--- config.mk ---
export PLATFORM = sky130hd
export DESIGN_NAME = nrl_cell
export DESIGN_NICKNAME = d
export VERILOG_FILES = /design/src/rtl/nfa_regex_leftmost_longest_search_assert.svh /design/src/rtl/nrl_pkg.sv /design/src/rtl/nrl_cell.sv
export SDC_FILE = /design/constraint.sdc
export NUM_CORES = 1
export LEC_CHECK = 0
export BUFFER_PORTS_ARGS = -buffer_cell sky130_fd_sc_hd__buf_2
export CAP_MARGIN = 20
export CORE_AREA = 2 2 175 177
export CTS_BUF_LIST = sky130_fd_sc_hd__clkbuf_4
export DETAILED_ROUTE_END_ITERATION = 8
export DIE_AREA = 0 0 177 179
export GPL_TIMING_DRIVEN = 0
export PLACE_DENSITY = 0.73
export SYNTH_ARGS = -nofsm -noshare
export SYNTH_HDL_FRONTEND = slang
export SYNTH_SLANG_ARGS = --single-unit
--- constraint.sdc ---
create_clock -name clk -period 5.35 [get_ports clk]
set_input_delay 0.8025 -clock clk [delete_from_list [all_inputs] [get_ports clk]]
set_output_delay 0.8025 -clock clk [all_outputs]
set_load 0.005 [all_outputs]
--- src/rtl/nfa_regex_leftmost_longest_search_assert.svh ---
// ----------------------------------------------------------------------------
// NFA regex search assertion macros
// Clocked property wrappers shared by the search block.
// ----------------------------------------------------------------------------
`ifndef NFA_REGEX_LEFTMOST_LONGEST_SEARCH_ASSERT_SVH
`define NFA_REGEX_LEFTMOST_LONGEST_SEARCH_ASSERT_SVH

// Property sampled on clk, masked while rst_n is low
`define NRL_ASSERT_CLK(lbl, prop, msg) \
  lbl: assert property (@(posedge clk) disable iff (!rst_n) prop) else $error(msg);

// Antecedent in one cycle, consequent in the next
`define NRL_ASSERT_NEXT(lbl, ante, cons, msg) \
  lbl: assert property (@(posedge clk) disable iff (!rst_n) (ante) |=> (cons)) else $error(msg);

`endif

--- src/rtl/nrl_pkg.sv ---
// ----------------------------------------------------------------------------
// NFA regex search package
// Shared constants, codes, cell control type and case folding.
// ----------------------------------------------------------------------------
package nrl_pkg;

  localparam int unsigned MAX_ATOMS_DEF  = 256;
  localparam int unsigned TEXT_LIMIT_DEF = 65536;
  localparam logic [7:0]  CASE_GAP       = 8'd32;

  typedef enum logic [2:0] {
    OP_LOAD_SET   = 3'd0,
    OP_LOAD_FLAGS = 3'd1,
    OP_BEGIN      = 3'd2,
    OP_DATA       = 3'd3,
    OP_END        = 3'd4
  } opcode_t;

  localparam logic [2:0] REG_IGNORE_CASE  = 3'd0;
  localparam logic [2:0] REG_ANCHOR_START = 3'd1;
  localparam logic [2:0] REG_ANCHOR_END   = 3'd2;
  localparam logic [2:0] REG_ATOM_COUNT   = 3'd3;
  localparam logic [2:0] REG_START_OFFSET = 3'd4;

  localparam logic [1:0] KIND_ONE  = 2'd0;
  localparam logic [1:0] KIND_OPT  = 2'd1;
  localparam logic [1:0] KIND_STAR = 2'd2;
  localparam logic [1:0] KIND_PLUS = 2'd3;

  typedef enum logic [3:0] {
    CMD_IDLE,
    CMD_LOAD_SET,
    CMD_LOAD_FLAGS,
    CMD_CLEAR,
    CMD_PREP,
    CMD_SEED,
    CMD_ADV_INIT,
    CMD_ADV,
    CMD_COMMIT
  } cell_cmd_t;

  typedef struct packed {
    cell_cmd_t   cmd;
    logic        ignore_case;
    logic [7:0]  atom_index;
    logic [1:0]  word_select;
    logic [63:0] set_word;
    logic        negate;
    logic [1:0]  repeat_kind;
    logic [7:0]  data_byte;
  } cell_ctrl_t;

  function automatic logic [7:0] other_case(input logic [7:0] v);
    logic [7:0] r;
    r = v;
    if (v >= 8'h41 && v <= 8'h5a) r = v + CASE_GAP;
    else if (v >= 8'h61 && v <= 8'h7a) r = v - CASE_GAP;
    return r;
  endfunction

endpackage

--- src/rtl/nrl_cell.sv ---
// ----------------------------------------------------------------------------
// NFA regex search cell
// One atom: byte set, flags, live thread start and the closure wave.
// ----------------------------------------------------------------------------
module nrl_cell #(
  parameter int IDX   = 0,
  parameter int POS_W = 17,
  parameter int CNT_W = 9
) (
  input  logic                clk,
  input  logic                rst_n,
  input  nrl_pkg::cell_ctrl_t ctrl,
  input  logic [CNT_W-1:0]    n,
  input  logic                tok_in_v,
  input  logic [POS_W-1:0]    tok_in_s,
  output logic                tok_out_v,
  output logic [POS_W-1:0]    tok_out_s,
  output logic                thr_v,
  output logic [POS_W-1:0]    thr_s
);

  logic [255:0]     set_r;
  logic             neg_r;
  logic [1:0]       kind_r;
  logic             thr_v_r, thr_v_nxt;
  logic [POS_W-1:0] thr_s_r, thr_s_nxt;
  logic             scr_v_r, scr_v_nxt;
  logic [POS_W-1:0] scr_s_r, scr_s_nxt;
  logic             out_v_r, out_v_nxt;
  logic [POS_W-1:0] out_s_r, out_s_nxt;
  logic             below_n, upto_n, load_sel, skip, member, emit;

  function automatic logic take(input logic ov, input logic [POS_W-1:0] os,
                                input logic nv, input logic [POS_W-1:0] ns);
    return nv && (!ov || ns < os);
  endfunction

  assign below_n  = 32'(n) > 32'(IDX);
  assign upto_n   = 32'(n) >= 32'(IDX);
  assign load_sel = 32'(ctrl.atom_index) == 32'(IDX);
  assign skip     = below_n && (kind_r == nrl_pkg::KIND_OPT || kind_r == nrl_pkg::KIND_STAR);
  assign member   = set_r[ctrl.data_byte] ||
                    (ctrl.ignore_case && set_r[nrl_pkg::other_case(ctrl.data_byte)]);
  assign emit     = below_n && thr_v_r && (member ^ neg_r);

  always_comb begin
    thr_v_nxt = thr_v_r;
    thr_s_nxt = thr_s_r;
    scr_v_nxt = scr_v_r;
    scr_s_nxt = scr_s_r;
    out_v_nxt = out_v_r;
    out_s_nxt = out_s_r;
    case (ctrl.cmd)
      nrl_pkg::CMD_CLEAR: begin
        thr_v_nxt = 1'b0;
      end
      nrl_pkg::CMD_PREP: begin
        scr_v_nxt = 1'b0;
        out_v_nxt = 1'b0;
      end
      nrl_pkg::CMD_SEED: begin
        if (upto_n && take(thr_v_r, thr_s_r, tok_in_v, tok_in_s)) begin
          thr_v_nxt = 1'b1;
          thr_s_nxt = tok_in_s;
        end
        if (skip && take(out_v_r, out_s_r, tok_in_v, tok_in_s)) begin
          out_v_nxt = 1'b1;
          out_s_nxt = tok_in_s;
        end
      end
      nrl_pkg::CMD_ADV_INIT: begin
        // hand the thread on; star and plus also keep it here
        out_v_nxt = emit;
        out_s_nxt = thr_s_r;
        scr_v_nxt = emit && (kind_r == nrl_pkg::KIND_STAR || kind_r == nrl_pkg::KIND_PLUS);
        scr_s_nxt = thr_s_r;
      end
      nrl_pkg::CMD_ADV: begin
        if (upto_n && take(scr_v_r, scr_s_r, tok_in_v, tok_in_s)) begin
          scr_v_nxt = 1'b1;
          scr_s_nxt = tok_in_s;
        end
        if (skip && take(out_v_r, out_s_r, tok_in_v, tok_in_s)) begin
          out_v_nxt = 1'b1;
          out_s_nxt = tok_in_s;
        end
      end
      nrl_pkg::CMD_COMMIT: begin
        thr_v_nxt = scr_v_r;
        thr_s_nxt = scr_s_r;
      end
      default: begin
      end
    endcase
  end

  always_ff @(posedge clk) begin
    if (!rst_n) begin
      thr_v_r <= 1'b0;
      scr_v_r <= 1'b0;
      out_v_r <= 1'b0;
    end else begin
      thr_v_r <= thr_v_nxt;
      scr_v_r <= scr_v_nxt;
      out_v_r <= out_v_nxt;
    end
    thr_s_r <= thr_s_nxt;
    scr_s_r <= scr_s_nxt;
    out_s_r <= out_s_nxt;
  end

  always_ff @(posedge clk) begin
    if (ctrl.cmd == nrl_pkg::CMD_LOAD_SET && load_sel) begin
      set_r[{ctrl.word_select, 6'd0} +: 64] <= ctrl.set_word;
    end
    if (ctrl.cmd == nrl_pkg::CMD_LOAD_FLAGS && load_sel) begin
      neg_r  <= ctrl.negate;
      kind_r <= ctrl.repeat_kind;
    end
  end

  assign tok_out_v = out_v_r;
  assign tok_out_s = out_s_r;
  assign thr_v     = thr_v_r;
  assign thr_s     = thr_s_r;

endmodule

==> qor.yml <==
mappedNetlistArea_um2: 16000
setup_tns_ns: 0
clock-sinks: 313
grt.total_usage_pct: 29.1
floorplan.die.height_um: 179
finish.instance_area_um2: 18400
initial_antenna_violation_count: 3
grt_pass1_vias: 10801
wl_per_cell_um: 24.6
fin_skew_ns: 0.0507
result_of_the_run: "complete, no violations"
postSynthAreaPerCell_um2: 14.1
ys_async_sr_fraction_pct: 0
postRouteWirelength_um: 45200
synth-edff-count: 310
syn2layout_area_growth_pct: 15.3
fp-row-count: 64
post-route-min-period_ns: 3.37
cts_resized: 0
maxCapViolCount: 0
total_leakage_power_nw: 6.68
timing.final.crit_share_pct: 63.0
worst-path-max-fanout: 10
place_worst_setup_slack_ns: 1.36
crit_path_cells: "buf_2, buf_2, buf_6, buf_2, mux4_2, a22oi_1, nand4_1, mux2_2, o221a_1, o31ai_2, mux2i_1, nor2_1, a221oi_2"
synth.ff_latch_count: 313
rsz0062_at_grt: "false"
min_path_type: "in -> reg"
ys_types: 65
critical-path-top-delay-family: "buffers and inverters"
cts_max_path_buffers: 3
critPathRequiredTime_ns: 5.98
nets: 1558
tritoncts.num_buffers: 85
vias: 10786
design.portCount: 155
yosys_warnings: 0
cp_slowest_cell: "buf_2"
floorplan.die.width_um: 177
grt_max_degree: 65
cts_hold_buf: 0
cell_area_power_density_nw_per_um2: 291
drc: 0
finalSetupViolCount: 0
synthCells: 1134
placed_area_um2: 17400
number_of_optimization_iterations_in_the_first_detailed_route_pass: 6
clkSlewWorstSetupHoldPaths_ns: 0.06
tritoncts: "yes"
timing.critical_path.slowest_cell_delay_ns: 0.48
critPathMostFrequentCell: "buf_2"
die-area_um2: 31700
clockRootBuffer: "clkbuf_4"
insertion_delay_of_the_later_clocked_pin_in_the_worst_skew_pair_ns: 0.71
postCtsSetupBuffers: 0
synth_flop_cell: "edfxtp_1"
grt_pass1_wl_um: 65900
syn_nets: 1311
drt-initial-drc-count: 1136
tightest_slew_ns: 1.06
fmax_mhz: 297
max_slew_margin_pct: 29.0
hold_vio_cnt_final: 0
ctsHtreeMaxLevel: 3
power.ir.vdd_worst_uv: 198
worst_slack_ns: 1.98
grt_remaining_overflow: 0
gp_routability_congestion: 0.920
fp.coreArea_um2: 30000
endpoint_kind: "flip-flop"
critPathArrivalTime_ns: 4.00
yosysSeqAreaShare_pct: 58.6
final_antenna_net_count: 0
drive_gt1_share_pct: 29.4
port_buffers: 152
postLayoutCoreUtil_pct: 61.3
worstSetupStartpointType: "primary input"
start_util_pct: 53.2
worst_path_buf_inv: 4
detailedPlacementHpwl_um: 30700
vias_per_cell: 5.87
timing.setup.critical_path_class: "in -> reg"
final_max_slew_viol_count: 0
==> cells in the mapped netlist, types with 3 or more instances <==
library cell	n	area share, %
clkbuf_1	33	0.78
nand3_1	18	0.56
buf_6	6	0.42
mux4_2	31	4.4
o21ai_0	13	0.41
and2_1	261	10
a21o_1	26	1.2
nor3_1	7	0.22
a31oi_1	5	0.20
nor3b_1	8	0.38
buf_8	3	0.28
ha_1	58	4.5
a211oi_1	4	0.19
a221o_1	3	0.19
a21oi_1	17	0.53
dfxtp_1	3	0.38
nor4_1	5	0.20
a221oi_1	6	0.33
nor2b_1	4	0.16
inv_1	57	1.3
nor2_1	24	0.56
mux2_2	56	3.9
nand4b_1	3	0.16
nand2b_1	8	0.31
o22a_1	4	0.22
buf_4	3	0.14
buf_12	4	0.50
o21ai_1	3	0.094
o211ai_1	4	0.19
o211a_1	3	0.19
edfxtp_1	310	58
a22oi_1	9	0.42
mux4_1	7	1.2
nand2_1	14	0.33
mux2i_1	57	3.6
o2111ai_1	5	0.27
o22ai_1	5	0.20
nand4_1	7	0.27
buf_2	7	0.22
==> state kept, by name (all words and copies together) (netlist names) <==
name / cells
tok_out_s: 17
scr_v_r: 1
kind_r: 2
set_r: 256
thr_v: 1
tok_out_v: 1
neg_r: 1
scr_s_r: 17
thr_s: 17
==> cell families after synthesis <==
family          count (synthesis)  share of synthesized area, %
simple gates                  376                          14.3
flops                         313                          58.6
mux                           151                          13.0
compound gates                122                          5.71
buf+inv                       113                          3.68
fa+ha+maj                      58                          4.54
xor+xnor                        1                         0.102
==> path summary, 6_finish.rpt <==
| path | cells after the start | endpoint | slack, ns | from |
|---|---|---|---|---|
| worst max-delay path | 13 | scr_v_r | 1.98 | ctrl[3] |
| worst min register to register | 2 | tok_out_v | 0.55 | tok_out_v |
| worst min-delay path | 1 | kind_r[0] | 0.26 | ctrl[8] |
| worst max register to register | 12 | scr_s_r[0] | 2.43 | scr_s_r[1] |
==> cell usage in the layout, fill, tap and decap left out, types with 5 or more instances in the layout <==
| cell | n |
|---|---|
| nand2_1 | 14 |
| buf_6 | 7 |
| nand2b_1 | 8 |
| edfxtp_1 | 310 |
| nor3_1 | 6 |
| nand4_1 | 7 |
| o21ai_0 | 10 |
| clkinv_1 | 14 |
| ha_1 | 58 |
| nand3_1 | 18 |
| clkbuf_4 | 125 |
| a31oi_1 | 5 |
| a21oi_1 | 17 |
| buf_2 | 161 |
| a221oi_1 | 6 |
| inv_1 | 57 |
| mux2_2 | 56 |
| a22oi_1 | 9 |
| nor3b_1 | 7 |
| mux4_2 | 31 |
| mux2i_1 | 57 |
| a21o_1 | 26 |
| and2_1 | 257 |
| nor4_1 | 5 |
| o2111ai_1 | 5 |
| mux4_1 | 7 |
| buf_8 | 6 |
| o22ai_1 | 5 |
| clkbuf_1 | 33 |
| nor2_1 | 24 |
==> area by class of cell <==
cell class / instances / area, µm²
fill: 2388 / 11600
tap: 396 / 495
buffer: 56 / 374
clock inverter: 20 / 113
sequential: 313 / 9370
inverter: 57 / 214
timing repair buffer: 160 / 862
multi-input combinational: 708 / 6050
antenna: 2 / 5.00
clock buffer: 125 / 938
==> metrics by stage <==
step / power, mW / instances / hold slack [ns]
3_3_place_gp: 3.28 / 1682 / 0.524
3_5_place_dp: 3.29 / 1689 / 0.534
4_1_cts: 5.38 / 1834 / 0.216
6_report: 5.35 / 1837 / 0.265
2_1_floorplan: 3.05 / 1134 / 0.517
5_1_grt: 5.56 / 1837 / 0.224
==> routing by layer <==
| metal | vias to the layer above | share of wire, % | track usage [%] |
|---|---|---|---|
| met2 | 561 | 49 | 48.5 |
| li1 | 4786 | - | - |
| met3 | 107 | 8.8 | 6.19 |
| met5 | - | 0 | 0 |
| met4 | 0 | 3.4 | 12.1 |
| met1 | 5332 | 39 | 37.1 |
==> where the power goes <==
group	switching, mW	total [mW]	leakage, nW	internal (mW)
combinational	0.319	0.532	3.70	0.213
clock	0.994	2.11	0.620	1.11
sequential	0.0101	2.72	2.35	2.71
Power figures use the tool's default switching activity.
